===== src/rtl/mws_pkg.sv =====
// Shared constants, register codes and pipeline types of the mecanum wheel speed solver.
// No dependencies; the testbench imports it and every other file refers to it by scoped names.
package mws_pkg;

   // Kinematics constants
   localparam int WHEEL_RPM_LIMIT = 8500;
   localparam int DEG_PER_RAD_Q16 = 3755331;

   // Field widths
   localparam int CMD_W      = 16;
   localparam int LIMIT_W    = 15;
   localparam int DIST_W     = 12;
   localparam int SCALE_W    = 24;
   localparam int RPM_W      = 16;
   localparam int RPM_MAG_W  = 15;
   localparam int WRPM_LIM_W = 14;
   localparam int WHEELS     = 4;

   // Configuration port
   localparam int CSR_IDX_W  = 3;
   localparam int CSR_DATA_W = 24;

   typedef enum logic [CSR_IDX_W-1:0] {
      CSR_OFFSET_ENABLE  = 3'd0,
      CSR_BASE_TRACK_SUM = 3'd1,
      CSR_CENTER_X       = 3'd2,
      CSR_CENTER_Y       = 3'd3,
      CSR_RPM_SCALE      = 3'd4,
      CSR_LIMIT_FORWARD  = 3'd5,
      CSR_LIMIT_SIDEWAYS = 3'd6,
      CSR_LIMIT_YAW      = 3'd7
   } csr_index_type;

   // Lever arm unit: arm = |S| * 2^31 / DEG_PER_RAD_Q16 by reciprocal plus one correction
   localparam int ARM_SUM_W       = 15;
   localparam int ARM_MAG_W       = 14;
   localparam int ARM_Q_W         = 23;
   localparam int ARM_W           = 24;
   localparam int ARM_FRAC        = 31;
   localparam int ARM_NUM_W       = ARM_MAG_W + ARM_FRAC;
   localparam int ARM_RECIP_SHIFT = 24;
   localparam int ARM_RECIP_W     = 34;
   localparam int ARM_PROD_W      = ARM_MAG_W + ARM_RECIP_W;
   localparam logic [ARM_RECIP_W-1:0] ARM_RECIP =
      ARM_RECIP_W'((64'd1 << (ARM_FRAC + ARM_RECIP_SHIFT)) / 64'(DEG_PER_RAD_Q16));
   localparam int ARM_LATENCY     = 4;

   // Wheel term and rpm conversion
   localparam int LIN_W     = CMD_W + 1;
   localparam int WPROD_W   = CMD_W + ARM_W;
   localparam int TERM_W    = 41;
   localparam int TMAG_W    = TERM_W - 1;
   localparam int TLO_W     = 24;
   localparam int THI_W     = TMAG_W - TLO_W;
   localparam int P1_W      = THI_W + SCALE_W;
   localparam int P0_W      = TLO_W + SCALE_W;
   localparam int RSUM_W    = P0_W + 1;
   localparam int RPM_RAW_W = P1_W - 8 + 1;

   // Desaturation divider
   localparam int DIVD_W     = RPM_MAG_W + WRPM_LIM_W;
   localparam int DIV_Q_W    = 16;
   localparam int DIV_BITS   = 4;
   localparam int DIV_STAGES = DIV_Q_W / DIV_BITS;

   // Sign, magnitude and flag of the four wheels riding beside the divider
   typedef struct packed {
      logic [WHEELS-1:0][RPM_MAG_W-1:0] mag;
      logic [WHEELS-1:0]                neg;
      logic                             scaled;
   } wheel_side_type;

endpackage


===== src/rtl/mws_div.sv =====
// Desaturation divider: four lanes of dividend / shared divisor, restoring, 4 quotient bits
// per stage over 4 stages, wheel side data carried alongside. Depends on mws_pkg.
module mws_div (
   input  logic                                                  clock,
   input  logic [mws_pkg::DIV_STAGES-1:0]                        stage_en,
   input  logic [mws_pkg::WHEELS-1:0][mws_pkg::DIVD_W-1:0]       dividend,
   input  logic [mws_pkg::RPM_MAG_W-1:0]                         divisor,
   input  mws_pkg::wheel_side_type                               side_in,
   output logic [mws_pkg::WHEELS-1:0][mws_pkg::DIV_Q_W-1:0]      quot,
   output mws_pkg::wheel_side_type                               side_out
);

   logic [mws_pkg::DIV_STAGES-1:0][mws_pkg::WHEELS-1:0][mws_pkg::RPM_MAG_W-1:0] rem_ff, rem_in;
   logic [mws_pkg::DIV_STAGES-1:0][mws_pkg::WHEELS-1:0][mws_pkg::DIV_Q_W-1:0]   low_ff, low_in;
   logic [mws_pkg::DIV_STAGES-1:0][mws_pkg::WHEELS-1:0][mws_pkg::DIV_Q_W-1:0]   quot_ff, quot_in;
   logic [mws_pkg::DIV_STAGES-1:0][mws_pkg::RPM_MAG_W-1:0]                      dvs_ff, dvs_in;
   mws_pkg::wheel_side_type [mws_pkg::DIV_STAGES-1:0]                           side_ff, side_in_s;

   always_comb begin
      logic [mws_pkg::RPM_MAG_W-1:0] r;
      logic [mws_pkg::RPM_MAG_W:0]   r_sh;
      logic [mws_pkg::DIV_Q_W-1:0]   lo;
      logic [mws_pkg::DIV_Q_W-1:0]   q;
      logic [mws_pkg::RPM_MAG_W-1:0] d;
      for (int s = 0; s < mws_pkg::DIV_STAGES; s++) begin
         if (s == 0) begin
            d            = divisor;
            side_in_s[s] = side_in;
         end else begin
            d            = dvs_ff[s-1];
            side_in_s[s] = side_ff[s-1];
         end
         dvs_in[s] = d;
         for (int w = 0; w < mws_pkg::WHEELS; w++) begin
            if (s == 0) begin
               // quotient fits DIV_Q_W bits, so the top part starts below the divisor
               r  = mws_pkg::RPM_MAG_W'(dividend[w] >> mws_pkg::DIV_Q_W);
               lo = dividend[w][mws_pkg::DIV_Q_W-1:0];
               q  = '0;
            end else begin
               r  = rem_ff[s-1][w];
               lo = low_ff[s-1][w];
               q  = quot_ff[s-1][w];
            end
            for (int b = 0; b < mws_pkg::DIV_BITS; b++) begin
               r_sh = {r, lo[mws_pkg::DIV_Q_W-1]};
               lo   = {lo[mws_pkg::DIV_Q_W-2:0], 1'b0};
               if (r_sh >= {1'b0, d}) begin
                  r = mws_pkg::RPM_MAG_W'(r_sh - {1'b0, d});
                  q = {q[mws_pkg::DIV_Q_W-2:0], 1'b1};
               end else begin
                  r = r_sh[mws_pkg::RPM_MAG_W-1:0];
                  q = {q[mws_pkg::DIV_Q_W-2:0], 1'b0};
               end
            end
            rem_in[s][w]  = r;
            low_in[s][w]  = lo;
            quot_in[s][w] = q;
         end
      end
   end

   always_ff @(posedge clock) begin
      for (int s = 0; s < mws_pkg::DIV_STAGES; s++) begin
         if (stage_en[s]) begin
            rem_ff[s]  <= rem_in[s];
            low_ff[s]  <= low_in[s];
            quot_ff[s] <= quot_in[s];
            dvs_ff[s]  <= dvs_in[s];
            side_ff[s] <= side_in_s[s];
         end
      end
   end

   assign quot     = quot_ff[mws_pkg::DIV_STAGES-1];
   assign side_out = side_ff[mws_pkg::DIV_STAGES-1];

endmodule


===== config.mk =====
export PLATFORM = sky130hd
export DESIGN_NAME = mws_div
export DESIGN_NICKNAME = d
export VERILOG_FILES = /design/src/rtl/mws_pkg.sv /design/src/rtl/mws_div.sv
export SDC_FILE = /design/constraint.sdc
export NUM_CORES = 2
export LEC_CHECK = 0
export BUFFER_PORTS_ARGS = -buffer_cell sky130_fd_sc_hd__buf_2
export CORE_MARGIN = 1.5
export CORE_UTILIZATION = 50
export DETAILED_ROUTE_END_ITERATION = 10
export HOLD_SLACK_MARGIN = 0.06
export PLACE_DENSITY_LB_ADDON = 0.08
export SYNTH_ARGS = -nofsm -noshare
export SYNTH_HDL_FRONTEND = slang
export SYNTH_SLANG_ARGS = --single-unit

===== constraint.sdc =====
create_clock -name clock -period 28.3 [get_ports clock]
set_input_delay 5.66 -clock clock [delete_from_list [all_inputs] [get_ports clock]]
set_output_delay 5.66 -clock clock [all_outputs]
set_load 0.1 [all_outputs]

==> flow_summary.json <==
{
  "netlist_instances": 7992,
  "maxSlewViolCount": 0,
  "synth-warning-count": 0,
  "crit_type": "input pin to flop",
  "htree_levels": 3,
  "post_cts_buffers": 0,
  "max_slew.worst_pin.slew_ns": 1.14,
  "synth_edf_count": 741,
  "yosysTopAreaCellShare_pct": 29.9,
  "period_needed_ns": 17.63,
  "synth_top_area_cell": "edfxtp_1",
  "startpoint_type": "input pin",
  "cp.arrival_ns": 18.06,
  "slowest_delay_ns": 0.81,
  "port_buffers": 329,
  "cts_tree": "yes",
  "wl_per_cell_um": 21.4,
  "gp_congestion": 0.945,
  "period_share_pct": 62.3,
  "fmaxAchievable_mhz": 56.7,
  "slowest_stage": "a31oi_2",
  "io_pins": 330,
  "syn-num-nets": 9209,
  "first_global_vias": 59700,
  "rr_startpoint": "dvs_ff[1]",
  "drt_iter0_markers": 3996,
  "core_um2": 148000,
  "post_cts_resized": 0,
  "clk_pin_slew_ns": 0.06,
  "clkLatencyLatePin_ns": 0.74,
  "crit_end": "rem_ff[59]",
  "maxCapViolations": 0,
  "cp_top_family": "compound AO/OA/AOI/OAI gates",
  "cp_num_buf_inv": 3,
  "via_count": 62000,
  "seq_area_frac_synth_pct": 29.9,
  "hold_violations": 0,
  "antenna_found_initial": 3,
  "grt_pass1_wl_um": 338000,
  "synth_ff_type": "edfxtp_1",
  "status": "finished, final reports clean",
  "ant_nets": 0,
  "slew_headroom_pct": 23.9,
  "routed_wl_um": 220000,
  "drcViolationCount": 0,
  "clockRootBuffer": "clkbuf_16",
  "setup_viol": 0,
  "whs_ns": 0.381,
  "first_pass_iters": 6,
  "cts.sinks": 741,
  "rsz0062_at_grt": "no",
  "synthArstFlopShare_pct": 0,
  "synth.most_common_cell": "ha_1",
  "rows": 141,
  "finalNetCount": 9470,
  "die-area_um2": 151000,
  "die_y_um": 389,
  "avgSynthCellArea_um2": 9.32,
  "crit_required_ns": 28.73,
  "hold_class": "flop to flop",
  "dp_hpwl_um": 166000,
  "setup-tns-final_ns": 0,
  "rr_endpoint": "rem_ff[63]",
  "synth_common_cells": "ha_1, edfxtp_1, a21oi_1",
  "ys_seq_elements": 741,
  "synth.area.top_cells": "edfxtp_1, ha_1, mux2_2",
  "grtUsageTotal_pct": 28.3,
  "fin_worst_skew_ns": 0.0594,
  "numCtsBuffers": 88,
  "setup.worst_path.start": "divisor[1]",
  "ys_types": 108,
  "grt_max_degree": 137,
  "reg2reg_setup_slack_ns": 13.91,
  "cp_num_cells": 43,
  "area_delta_synth_final_pct": 8.61,
  "fp.dieW_um": 389,
  "path_max_fanout": 23,
  "grt_overflow": 0,
  "cp-end-kind": "flop",
  "reg2reg_depth": 45,
  "syn-cell-area_um2": 74500,
  "avgViaCountPerCell": 6.04,
  "start_util_pct": 50.4,
  "hold_buffers": 0,
  "cts.path.max_buffers": 3,
  "drive_above_1_share_pct": 12.9
}
==> sequential cells by signal, summed over array words and instances, names as in the netlist <==
register,count
side_ff,195
rem_ff,180
low_ff,96
quot_ff,96
side_out,65
quot,64
dvs_ff,45
==> metal layers <==
metal	track usage, %	wire length [um]
met1	36.9	97200
met2	48.8	105000
met3	3.09	10000
met4	9.11	7400
met5	0	33
==> logic make-up (layout without fill, tap and decap cells) <==
group,count (synthesis),in the layout,synth area share (%)
AND/OR/NAND/NOR,2153,2153,14.1
multiplexers,475,475,7.03
flip-flops,741,741,29.9
other,0,1,0
adder cells (fa/ha/maj),1016,1016,17.7
XOR/XNOR,580,580,6.82
AO/OA/AOI/OAI,2323,2323,20.2
buffers and inverters,704,1037,4.29
==> worst min path at each step <==
stage               depth (start not counted)    startpoint  slack (ns)            to
finish                                      0  quot_ff[187]        0.38      quot[63]
CTS                                         0  quot_ff[187]        0.37      quot[63]
global route                                0  quot_ff[117]        0.38  quot_ff[185]
global placement                            0  side_ff[192]        0.40  side_out[62]
detailed placement                          0    low_ff[72]        0.40   low_ff[140]
floorplan                                   0    low_ff[36]        0.40   low_ff[104]
==> stage by stage <==
stage,cells,area (um2),util (%),setup WS [ns]
after floorplan,7992,74500,-,12.33
after global placement,10100,77900,52.7,10.31
after detailed placement,10100,77900,52.7,10.10
after CTS,10300,80900,54.7,10.82
after global routing,10300,80900,54.7,9.72
final,10300,80900,54.7,10.67
==> layout make-up <==
type	instances	area, um2
diodes	1	2.50
well taps	1930	2410
clock inverters	61	749
fillers	13500	66900
clock buffers	101	2270
inverters	446	1680
flip-flops and latches	741	22300
repair buffers	429	2450
multi-input cells	6547	49100
==> worst reg2reg max path, delay by kind of cell, from the launching register on <==
family	cells	cell delay, ns
buffers and inverters	8	2.35
AND/OR/NAND/NOR	8	1.82
multiplexers	1	0.40
AO/OA/AOI/OAI	24	7.59
flip-flops	1	0.32
adder cells (fa/ha/maj)	4	1.60
==> placed cells by master, fill, tap and decap left out, types with 40 or more instances in the layout <==
cell	Yosys	layout
nor4_1	41	40
nor2b_1	171	171
mux2_2	368	368
nor3_1	170	169
and3_1	46	46
a31oi_1	60	60
inv_1	430	430
nand3_1	119	119
a211oi_1	63	62
clkbuf_16	0	89
nand2b_1	129	129
xor2_1	205	205
nand4_1	159	159
o21bai_1	49	49
o31a_1	48	48
edfxtp_1	741	741
a21oi_1	652	651
fa_1	60	60
o31ai_1	76	76
a21boi_0	64	64
nand2_1	489	489
nor2_1	609	609
o21a_1	161	161
ha_1	956	956
and2_1	42	42
o21ai_0	551	551
or3_1	51	51
a21o_1	193	193
buf_4	132	99
o211ai_1	42	42
buf_2	33	325
mux2i_1	97	96
or2_2	44	44
xnor2_1	375	375
Power is left out: the tool's default activity adds up to more than one toggle a clock period on the data nets, which glitch-free logic cannot reach.
