### src/rtl/mws_pkg.sv
// Shared constants, register codes and pipeline types of the mecanum wheel speed solver.
// No dependencies; the testbench imports it and every other file refers to it by scoped names.
package mws_pkg;

   // Kinematics constants
   localparam int WHEEL_RPM_LIMIT = 8500;
   localparam int DEG_PER_RAD_Q16 = 3755331;

   // Field widths
   localparam int CMD_W      = 16;
   localparam int LIMIT_W    = 15;
   localparam int DIST_W     = 12;
   localparam int SCALE_W    = 24;
   localparam int RPM_W      = 16;
   localparam int RPM_MAG_W  = 15;
   localparam int WRPM_LIM_W = 14;
   localparam int WHEELS     = 4;

   // Configuration port
   localparam int CSR_IDX_W  = 3;
   localparam int CSR_DATA_W = 24;

   typedef enum logic [CSR_IDX_W-1:0] {
      CSR_OFFSET_ENABLE  = 3'd0,
      CSR_BASE_TRACK_SUM = 3'd1,
      CSR_CENTER_X       = 3'd2,
      CSR_CENTER_Y       = 3'd3,
      CSR_RPM_SCALE      = 3'd4,
      CSR_LIMIT_FORWARD  = 3'd5,
      CSR_LIMIT_SIDEWAYS = 3'd6,
      CSR_LIMIT_YAW      = 3'd7
   } csr_index_type;

   // Lever arm unit: arm = |S| * 2^31 / DEG_PER_RAD_Q16 by reciprocal plus one correction
   localparam int ARM_SUM_W       = 15;
   localparam int ARM_MAG_W       = 14;
   localparam int ARM_Q_W         = 23;
   localparam int ARM_W           = 24;
   localparam int ARM_FRAC        = 31;
   localparam int ARM_NUM_W       = ARM_MAG_W + ARM_FRAC;
   localparam int ARM_RECIP_SHIFT = 24;
   localparam int ARM_RECIP_W     = 34;
   localparam int ARM_PROD_W      = ARM_MAG_W + ARM_RECIP_W;
   localparam logic [ARM_RECIP_W-1:0] ARM_RECIP =
      ARM_RECIP_W'((64'd1 << (ARM_FRAC + ARM_RECIP_SHIFT)) / 64'(DEG_PER_RAD_Q16));
   localparam int ARM_LATENCY     = 4;

   // Wheel term and rpm conversion
   localparam int LIN_W     = CMD_W + 1;
   localparam int WPROD_W   = CMD_W + ARM_W;
   localparam int TERM_W    = 41;
   localparam int TMAG_W    = TERM_W - 1;
   localparam int TLO_W     = 24;
   localparam int THI_W     = TMAG_W - TLO_W;
   localparam int P1_W      = THI_W + SCALE_W;
   localparam int P0_W      = TLO_W + SCALE_W;
   localparam int RSUM_W    = P0_W + 1;
   localparam int RPM_RAW_W = P1_W - 8 + 1;

   // Desaturation divider
   localparam int DIVD_W     = RPM_MAG_W + WRPM_LIM_W;
   localparam int DIV_Q_W    = 16;
   localparam int DIV_BITS   = 4;
   localparam int DIV_STAGES = DIV_Q_W / DIV_BITS;

   // Sign, magnitude and flag of the four wheels riding beside the divider
   typedef struct packed {
      logic [WHEELS-1:0][RPM_MAG_W-1:0] mag;
      logic [WHEELS-1:0]                neg;
      logic                             scaled;
   } wheel_side_type;

endpackage

### src/rtl/mws_arm.sv
// Yaw lever arm of one wheel: signed Q8.16 arm = S * 2^31 / DEG_PER_RAD_Q16, truncated.
// Free-running 4-stage pipeline fed from configuration registers; depends on mws_pkg.
module mws_arm (
   input  logic                                  clock,
   input  logic signed [mws_pkg::ARM_SUM_W-1:0]  arm_sum,
   output logic signed [mws_pkg::ARM_W-1:0]      arm
);

   logic [mws_pkg::ARM_MAG_W-1:0]  amag_ff, amag_in;
   logic                           aneg_ff, aneg_in;
   logic [mws_pkg::ARM_Q_W-1:0]    q0_ff, q0_in;
   logic [mws_pkg::ARM_MAG_W-1:0]  bmag_ff;
   logic                           bneg_ff;
   logic [mws_pkg::ARM_Q_W-1:0]    q_ff, q_in;
   logic                           cneg_ff;
   logic signed [mws_pkg::ARM_W-1:0] arm_ff, arm_in;

   logic [mws_pkg::ARM_PROD_W-1:0] rprod;
   logic [mws_pkg::ARM_NUM_W-1:0]  num, qd, rem;

   always_comb begin
      aneg_in = arm_sum[mws_pkg::ARM_SUM_W-1];
      amag_in = aneg_in ? mws_pkg::ARM_MAG_W'(-arm_sum) : mws_pkg::ARM_MAG_W'(arm_sum);

      // estimate is exact or one short
      rprod = mws_pkg::ARM_PROD_W'(amag_ff) * mws_pkg::ARM_PROD_W'(mws_pkg::ARM_RECIP);
      q0_in = rprod[mws_pkg::ARM_RECIP_SHIFT +: mws_pkg::ARM_Q_W];

      num  = {bmag_ff, {mws_pkg::ARM_FRAC{1'b0}}};
      qd   = mws_pkg::ARM_NUM_W'(q0_ff) * mws_pkg::ARM_NUM_W'(mws_pkg::DEG_PER_RAD_Q16);
      rem  = num - qd;
      q_in = (rem >= mws_pkg::ARM_NUM_W'(mws_pkg::DEG_PER_RAD_Q16)) ?
             q0_ff + mws_pkg::ARM_Q_W'(1) : q0_ff;

      arm_in = cneg_ff ? -signed'(mws_pkg::ARM_W'(q_ff)) : signed'(mws_pkg::ARM_W'(q_ff));
   end

   always_ff @(posedge clock) begin
      amag_ff <= amag_in;
      aneg_ff <= aneg_in;
      q0_ff   <= q0_in;
      bmag_ff <= amag_ff;
      bneg_ff <= aneg_ff;
      q_ff    <= q_in;
      cneg_ff <= bneg_ff;
      arm_ff  <= arm_in;
   end

   assign arm = arm_ff;

endmodule

### config.mk
export PLATFORM = sky130hd
export DESIGN_NAME = mws_arm
export DESIGN_NICKNAME = d
export VERILOG_FILES = /design/src/rtl/mws_pkg.sv /design/src/rtl/mws_arm.sv
export SDC_FILE = /design/constraint.sdc
export NUM_CORES = 1
export LEC_CHECK = 0
export BUFFER_PORTS_ARGS = -buffer_cell sky130_fd_sc_hd__buf_4
export CAP_MARGIN = 0
export CORE_UTILIZATION = 70
export DETAILED_ROUTE_END_ITERATION = 6
export PLACE_DENSITY = 0.88
export RECOVER_POWER = 100
export SYNTH_ARGS = -nofsm -noshare
export SYNTH_HDL_FRONTEND = slang
export SYNTH_SLANG_ARGS = --single-unit
### constraint.sdc
create_clock -name clock -period 13.4 [get_ports clock]
set_clock_uncertainty 0.2 [all_clocks]
set_input_delay 2.68 -clock clock [delete_from_list [all_inputs] [get_ports clock]]
set_output_delay 2.68 -clock clock [all_outputs]
set_load 0.05 [all_outputs]
==> results of run 1 <==
[cells in the mapped netlist, types with 6 or more instances]
master    instances
inv_1           554
ha_1            379
fa_1            374
dfxtp_1         101
xnor2_1          82
nor2_1           67
nand2_1          66
a21oi_1          64
o21ai_0          48
a21o_1           37
nand3_1          21
nor3_1           21
nand4_1          20
xor2_1           19
o21a_1           15
o211ai_1         14
o31ai_1          13
and2_1           12
clkbuf_1         12
nand2b_1         11
a31oi_1           9
and3_1            9
a211oi_1          8
nor2b_1           7
and4_1            6
mux2i_1           6
o41ai_1           6
or2_2             6
or3_1             6
[layout make-up]
class | count | area [um^2]
fill | 2036 | 7325
clock inverter | 7 | 86.33
tap | 384 | 480.5
inverter | 554 | 2079
timing repair buffer | 42 | 202.7
multi-input combinational | 1418 | 16510
antenna | 3 | 7.507
sequential | 101 | 2022
clock buffer | 9 | 225.2
[flip-flops by register name, summed over array words and instances (netlist names)]
| signal | cells |
|---|---|
| q_ff | 23 |
| bneg_ff | 1 |
| bmag_ff | 14 |
| cneg_ff | 1 |
| amag_ff | 14 |
| arm | 24 |
| aneg_ff | 1 |
| q0_ff | 23 |
[worst max-delay path: cells and delay by family (launching register included)]
kind                     cells  cell delay, ns
AO/OA/AOI/OAI                4            1.39
XOR/XNOR                     2            0.31
adder cells (fa/ha/maj)      8            4.19
buffers and inverters        6            1.49
flip-flops                   1            0.66
AND/OR/NAND/NOR              5            1.59
[per-stage QoR]
step / hold slack (ns) / cell area [um^2] / std cells
2_1_floorplan: 0.1096 / 20710 / 2092
3_3_place_gp: 0.1102 / 21430 / 2499
3_5_place_dp: 0.1157 / 21430 / 2499
4_1_cts: 0.1332 / 21740 / 2515
5_1_grt: 0.1346 / 21610 / 2516
6_report: 0.1315 / 21610 / 2518
[cells by family (layout without fill, tap and decap cells)]
logic type | after synthesis | after routing
buffers and inverters | 573 | 612
muxes | 8 | 8
adders and majority gates | 753 | 753
other | 0 | 3
AOI/OAI and AO/OA | 282 | 282
xor gates and xnor gates | 101 | 101
DFF | 101 | 101
and+or+nand+nor | 274 | 274
[worst paths after layout]
path	start	to	depth (start not counted)
max	q0_ff[8]	q_ff[11]	25
max reg2reg	q0_ff[8]	q_ff[11]	25
min	aneg_ff	bneg_ff	0
min reg2reg	aneg_ff	bneg_ff	0
[metal layers]
| layer | GRT usage, % | share of wire (%) | vias to the layer above |
|---|---|---|---|
| met3 | 6.824 | 7.1 | 247 |
| li1 | - | - | 6716 |
| met2 | 66.93 | 50 | 708 |
| met5 | 0 | 0.047 | - |
| met4 | 22.92 | 6.9 | 4 |
| met1 | 43.00 | 36 | 7460 |
==> run metrics, run 1 <==
FMAX approximately 100 MHz; failing checks capacitance limit, slew limit; post-synthesis compound-gate area fraction about a tenth; TritonCTS Buffers 9; dpl hpwl ~47 mm; mux cell area share after synthesis 0.3986%; Worst-Margin Slew around 1.9 ns; CP Capture Type flip-flop; num rows slightly above 60; critical path class flip-flop to flip-flop; initial antenna violation count 4; CTS tree built; worst-skew pair later-pin latency 0.38 ns; max_slew headroom -24.41%; CP dominant cell by count fa_1; Synth Area in XOR/XNOR between 4 and 5%; reg-to-reg slack, setup approximately 3.4 ns; Final Cycle Share roughly three quarters; post-CTS setup buffer count 0; Post-Syn Area 20,710 um^2; first-pass iteration count of the detailed router 5; most frequent cells in the layout inv_1 (554), ha_1 (379), fa_1 (374), dfxtp_1 (101), xnor2_1 (82); count of pins over their slew limit 25; cts hold-fix bufs 0; Yosys top cell area share 36.14%; synthesized instance count 2,092; status complete, but fails checks; die width between 150 and 200 um; DRC viols 0; Placer Congestion approximately 1.1; combinational family with the most area after synthesis adder cells; Worst EP arrival between 10 and 15 ns; Total Routed Length ~55 mm; clock sinks between 100 and 150; Slowest-stage cell, CP clkbuf_1; final hold violation count 0; cts repair resizes 0; largest net degree at the start of global routing 25; Fin Setup TNS 0 ns; drt wl/cell around 22 um; Syn Area/Cell 9.902 um^2; Clk pin slew, worst setup/hold paths 0.10 ns; Detailed Route Iter0 Violations between 1,000 and 1,500; die area 30,280 um^2; ranking of synthesized cells by area fa_1 (36%), ha_1 (23%), inv_1 (10%); clk root buf clkbuf_16; YS warnings 0; sequential element share of the synthesized area under 10%; Port Buf Inserts 39; Clock Path Buffers 2; DRT antenna net count 0; final setup margin 3.417 ns; Yosys cell types slightly below 80; share of layout cells above drive strength 1 2.393%; total number of vias ~15,000; number of synthesized flops with an enable pin 0; Initial Utilization between 70% and 80%; Hold Crit Class flip-flop to flip-flop; RSZ-0062 raised after global routing no; largest area contributor in the netlist fa_1; count of final setup violators 0; syn_nets between 2,000 and 3,000; most common cell after layout, fill and taps aside inv_1; Final nets just under 3,000; H-tree lvl count 3; core footprint around 29,000 um^2; Overflow after GRT 0; adder-cell share of the synthesized area roughly 59%; vias in the first global route between 15,000 and 20,000; startpoint class of the critical path flip-flop; synthesized flop and latch total between 100 and 150; Synth-to-Final Area Change 4.325%; Crit Path Max Fanout 24; total track usage 38.01%; vias per inst 6.011; Post-synth ARST share 0%; Req. time, crit path about 13 ns; Tmin final 9.983 ns; first-pass GRT wire length a little under 90 mm; post-route core utilization about three quarters; Synth Area in Simple Gates under 10%; max cap viols 1; die span in y ~170 um; most used flip-flop cell after synthesis dfxtp_1; IO Count 40; Placement Setup Slack 4.781 ns; Critical Path Max Stage Delay ~0.94 ns
Power of run 1 is not shown: default switching activity piles up to over one toggle a cycle in this logic, so the estimate is an artifact.
==> run 2, diff against run 1 <==
Settings changed: CORE_UTILIZATION 70 to 60, PLACE_DENSITY 0.88 to 0.8.
Clock period 13.4 ns to 9.1 ns, I/O delays scaled along.
==> run 2 against run 1 <==
  * The flow still finishes with violations (capacitance limit, slew limit)
  * Worst setup slack got worse by 3.0 ns
  * Global-route usage fell by 7.2 points
  * Die area rose by 16%
  * First-iteration DRC count fell by 16%
  * Register-to-register slack got worse by 3.0 ns
  * Design area rose by 1.0%
  * Sequential share of layout area fell by 0.088 points
  * Cell count rose by 3.1%
  * Critical endpoint is now q_ff[16]
  * Largest cell class unchanged
  * Highest routed layer is now met4
==> run metrics, run 2 (synthesis gave the netlist of run 1 again) <==
crit path cell chain inv_1 -> fa_1 -> inv_1 -> fa_1 -> fa_1 -> inv_1 -> fa_1 -> fa_1 -> inv_1 -> fa_1 -> fa_1 -> inv_1 -> ha_1 -> nand2_1 -> or3_1 -> a311oi_2 -> o221a_2 -> o2111ai_1 -> a211o_1 -> or4_4 -> a2111oi_4 -> buf_4 -> nor3b_1 -> xnor2_1; DRT antenna net count 0; Final Cycle Share between 90% and 100%; Hold Path Stages 0; Hold Crit Class flip-flop to flip-flop; critical path class flip-flop to flip-flop; RSZ-0062 raised after global routing no; Worst EP arrival just under 9 ns; CP Capture Type flip-flop; count of pins over their slew limit 25; vias in the first global route between 15,000 and 20,000; clk root buf clkbuf_16; status complete, but fails checks; TritonCTS Buffers 9; num rows 67; FF-to-FF Start q0_ff[2]; max cap viols 1; Worst-Margin Slew between 2 and 2.5 ns; Slowest-stage cell, CP dfxtp_1; IO Count 40; drt wl/cell between 15 and 20 um; Total Routed Length about 52 mm; CTS tree built; die area 35,270 um^2; cts repair resizes 0; Crit Path Max Fanout 24; first-pass iteration count of the detailed router 5; count of final setup violators 0; total track usage 30.81%; Hold Crit Start bneg_ff; first-pass GRT wire length ~83 mm; Hold Crit Endpoint cneg_ff; vias per inst 5.656; failing checks capacitance limit, slew limit; Clk pin slew, worst setup/hold paths around 0.070 ns; clock sinks 101; die width 187.8 um; Synth-to-Final Area Change 5.376%; share of layout cells above drive strength 1 under 10%; Port Buf Inserts 39; cts hold-fix bufs 0; Fin Setup TNS 0 ns; Sequential Area between 2000 and 2500 um^2; # diodes 0; FMAX approximately 110 MHz; area of the multi-input gates ~17,000 um^2; H-tree lvl count 3; most frequent cells in the layout inv_1 (554), ha_1 (379), fa_1 (374), dfxtp_1 (100), xnor2_1 (82); startpoint class of the critical path flip-flop; post-CTS setup buffer count 0; Tmin final between 8 and 9 ns; core footprint about 34,000 um^2; largest net degree at the start of global routing 25; initial antenna violation count 1; Final nets just under 3,000; die span in y 187.8 um; final hold violation count 0; Placer Congestion around 1.1; Overflow after GRT 0; Critical Path Max Stage Delay 0.67 ns; max_slew headroom -43.01%; reg-to-reg slack, setup between 0.4 and 0.5 ns; dpl hpwl about 46 mm; max reg flops 24; reg2reg end q_ff[16]; Detailed Route Iter0 Violations about 930; Clock Path Buffers 2; final hold slack 0.1294 ns; CP dominant cell by count fa_1; worst-skew pair later-pin latency 0.37 ns; most common cell after layout, fill and taps aside inv_1; Req. time, crit path about 9.1 ns; DRC viols 0; FF-to-FF path depth 24; total number of vias approximately 15,000; fill cell count approximately 2,700; Initial Utilization between 60 and 70%
==> run 2: changes by cell type in the layout (fill, tap and decap cells not counted), sizes merged <==
cell and change:
buf +12, clkbuf +5, clkinv -3, diode -3, bufinv +2
==> run 2: layout make-up <==
cell class                      count  share of cell area, %
Clock buffer                        9                  1.032
Sequential cell                   101                  9.269
Multi-Input combinational cell   1418                  75.72
Timing Repair Buffer               59                  1.427
Inverter                          554                  9.527
Clock inverter                      6                 0.4586
Tap cell                          448                  2.568
==> run 2: worst max-delay path: cells and delay by family, from the launching register on <==
family / cells / cell delay [ns]
and+or+nand+nor: 4 / 1.14
buffers and inverters: 6 / 0.89
adders and majority gates: 8 / 4.11
DFF: 1 / 0.67
AOI/OAI and AO/OA: 5 / 1.40
xor gates and xnor gates: 1 / 0.15
==> run 2: metal layers <==
metal / share of wire, % / track usage (%) / vias to the layer above
li1: - / - / 6760
met3: 5.4 / 4.716 / 137
met4: 5.2 / 14.29 / 0
met2: 50 / 53.52 / 464
met1: 39 / 37.64 / 7316
met5: 0 / 0 / -
==> run 2: worst max path at each step <==
stage,start,endpoint
2_1_floorplan,q0_ff[8],q_ff[20]
3_3_place_gp,q0_ff[2],q_ff[18]
3_5_place_dp,q0_ff[7],q_ff[16]
4_1_cts,q0_ff[7],q_ff[16]
5_1_grt,q0_ff[7],q_ff[21]
6_report,q0_ff[2],q_ff[16]
==> run 2: per-stage QoR <==
step	setup WS (ns)	util, %	cells	cell area (um^2)
finish	0.4020	64.61	2595	21830
global route	0.04193	64.61	2595	21830
CTS	0.4927	65.00	2595	21960
detailed placement	0.5451	64.04	2580	21630
global placement	0.6765	64.04	2580	21630
floorplan	1.200	-	2092	20710
Power of run 2 is left out for the same reason.
==> run 3, diff against run 2 <==
Clock period 9.1 ns to 7.7 ns, I/O delays scaled along.
==> run 3 against run 2 <==
  * The run now ends clean
  * Clock-buffer cell count is the same
  * Core utilization grew 4.4 points
  * Sequential share of layout area shrank 0.52 points
  * Die area is the same
  * Via count grew 5.3%
  * Maximum frequency grew 15%
  * Worst setup slack lost 0.28 ns
  * Cell count grew 4.3%
  * Register-to-register slack lost 0.28 ns
  * Routed wire length grew 6.8%
  * Non-clock buffer count grew 112
  * Critical path depth grew 1
  * Highest routed layer unchanged
==> run metrics, run 3 (synthesis gave the netlist of run 1 again) <==
status complete, no violations; initial antenna violation count 0; Design Area, Final ~23,000 um^2; most frequent cells in the layout inv_1 (533), fa_1 (368), ha_1 (364), buf_4 (121), dfxtp_1 (89); total number of vias about 15,000; clock sinks roughly 100; vias in the first global route around 16,000; CP Capture Type flip-flop; total track usage around a third; Slowest-stage cell, CP fa_1; fill cell count roughly 2,500; max cap viols 0; count of final setup violators 0; Critical Path Max Stage Delay between 0.5 and 0.6 ns; Cell Area, Placed 22,370 um^2; vias per inst around 5.7; final hold violation count 0; Tmin final 7.580 ns; clk root buf clkbuf_16; cts hold-fix bufs 0; IO Count 40; CP dominant cell by count fa_1; Final Cycle Share 98.44%; Clk pin slew, worst setup/hold paths ~0.080 ns; startpoint class of the critical path flip-flop; die width roughly 190 um; share of layout cells above drive strength 1 approximately 12%; first-pass GRT wire length 86.55 mm; max_slew headroom 28.01%; RSZ-0062 raised after global routing yes; Final nets between 3,000 and 4,000; CTS tree built; Clock Path Buffers 2; dpl hpwl 47.05 mm; DRC viols 0; # diodes 0; Crit Path Max Fanout 6; Port Buf Inserts 39; max reg flops 24; die area 35,270 um^2; worst path bufs/invs 7; Overflow after GRT 0; Initial Utilization just over 60%; first-pass iteration count of the detailed router 5; count of pins over their slew limit 0; Detailed Route Iter0 Violations between 800 and 900; critical path class flip-flop to flip-flop; die span in y between 150 and 200 um; Synth-to-Final Area Change 12.47%; Top Family by Delay on Critical Path adder cells; worst-skew pair later-pin latency between 0.3 and 0.4 ns; num rows between 60 and 70; Worst-Margin Slew approximately 1.1 ns; TritonCTS Buffers 9; most common cell after layout, fill and taps aside inv_1; H-tree lvl count 3; Total Routed Length 55.31 mm; Worst EP arrival between 7 and 8 ns; drt wl/cell between 20 and 25 um; DRT antenna net count 0; Req. time, crit path 7.75 ns; Placer Congestion 1.026; core footprint 33,780 um^2; largest net degree at the start of global routing 25; Hold Crit Class flip-flop to flip-flop; FMAX approximately 130 MHz
==> run 3: cell count changes in the layout (fill, tap and decap cells not counted), moves of 14 or more <==
cell	delta
buf_4	+97
inv_2	+16
ha_1	-15
inv_1	-21
ha_4	+14
a21oi_1	-14
==> run 3: repair_timing <==
| action | in CTS | in global routing |
|---|---|---|
| pin swaps | 12 | 82 |
| gates cloned | 1 | 1 |
| buffers inserted | 2 | 13 |
| setup endpoints to repair | 23 | 30 |
| hold endpoints to repair | 0 | 0 |
| gates resized for setup | 30 | 109 |
==> run 3: layout make-up <==
| cell class | instances | area [um^2] | share of cell area (%) |
|---|---|---|---|
| multi-input cells | 1418 | 17070 | 73.26 |
| inverters | 554 | 2095 | 8.990 |
| flip-flops and latches | 101 | 2039 | 8.754 |
| repair buffers | 171 | 1211 | 5.198 |
| well taps | 448 | 560.5 | 2.406 |
| clock buffers | 9 | 225.2 | 0.9667 |
| clock inverters | 6 | 100.1 | 0.4296 |
==> run 3: final timing paths <==
path	slack (ns)	cells past startpoint	start	end
setup / recovery	0.12	25	q0_ff[4]	q_ff[22]
hold / removal	0.13	0	bneg_ff	cneg_ff
setup reg to reg	0.12	25	q0_ff[4]	q_ff[22]
hold reg to reg	0.13	0	bneg_ff	cneg_ff
==> run 3: worst reg2reg max path: cells and delay by family, from the launching register on <==
family          cells  cell delay (ns)
fa+ha+maj           8             3.82
flops               1             0.36
xor+xnor            1             0.14
simple gates        4             1.01
buf+inv             7             0.64
compound gates      5             1.27
==> run 3: metal layers <==
metal | vias to the layer above | part of all wire, % | GRT usage, %
li1 | 6999 | - | -
met1 | 7766 | 39 | 38.63
met2 | 523 | 51 | 55.80
met3 | 171 | 5.1 | 4.604
met4 | 0 | 5.4 | 15.32
met5 | - | 0 | 0
==> run 3: through the flow <==
stage | setup TNS [ns] | instances | hold slack (ns) | worst slack [ns] | utilization, %
floorplan | 0 | 2092 | 0.1096 | 0.005278 | -
global placement | -1.848 | 2675 | 0.1117 | -0.1025 | 66.20
detailed placement | -5.029 | 2675 | 0.1136 | -0.2492 | 66.20
CTS | 0 | 2693 | 0.1326 | 0.005772 | 67.65
global route | -1.498 | 2707 | 0.1373 | -0.08497 | 68.96
finish | 0 | 2707 | 0.1314 | 0.1204 | 68.96
Power of run 3 is left out for the same reason.
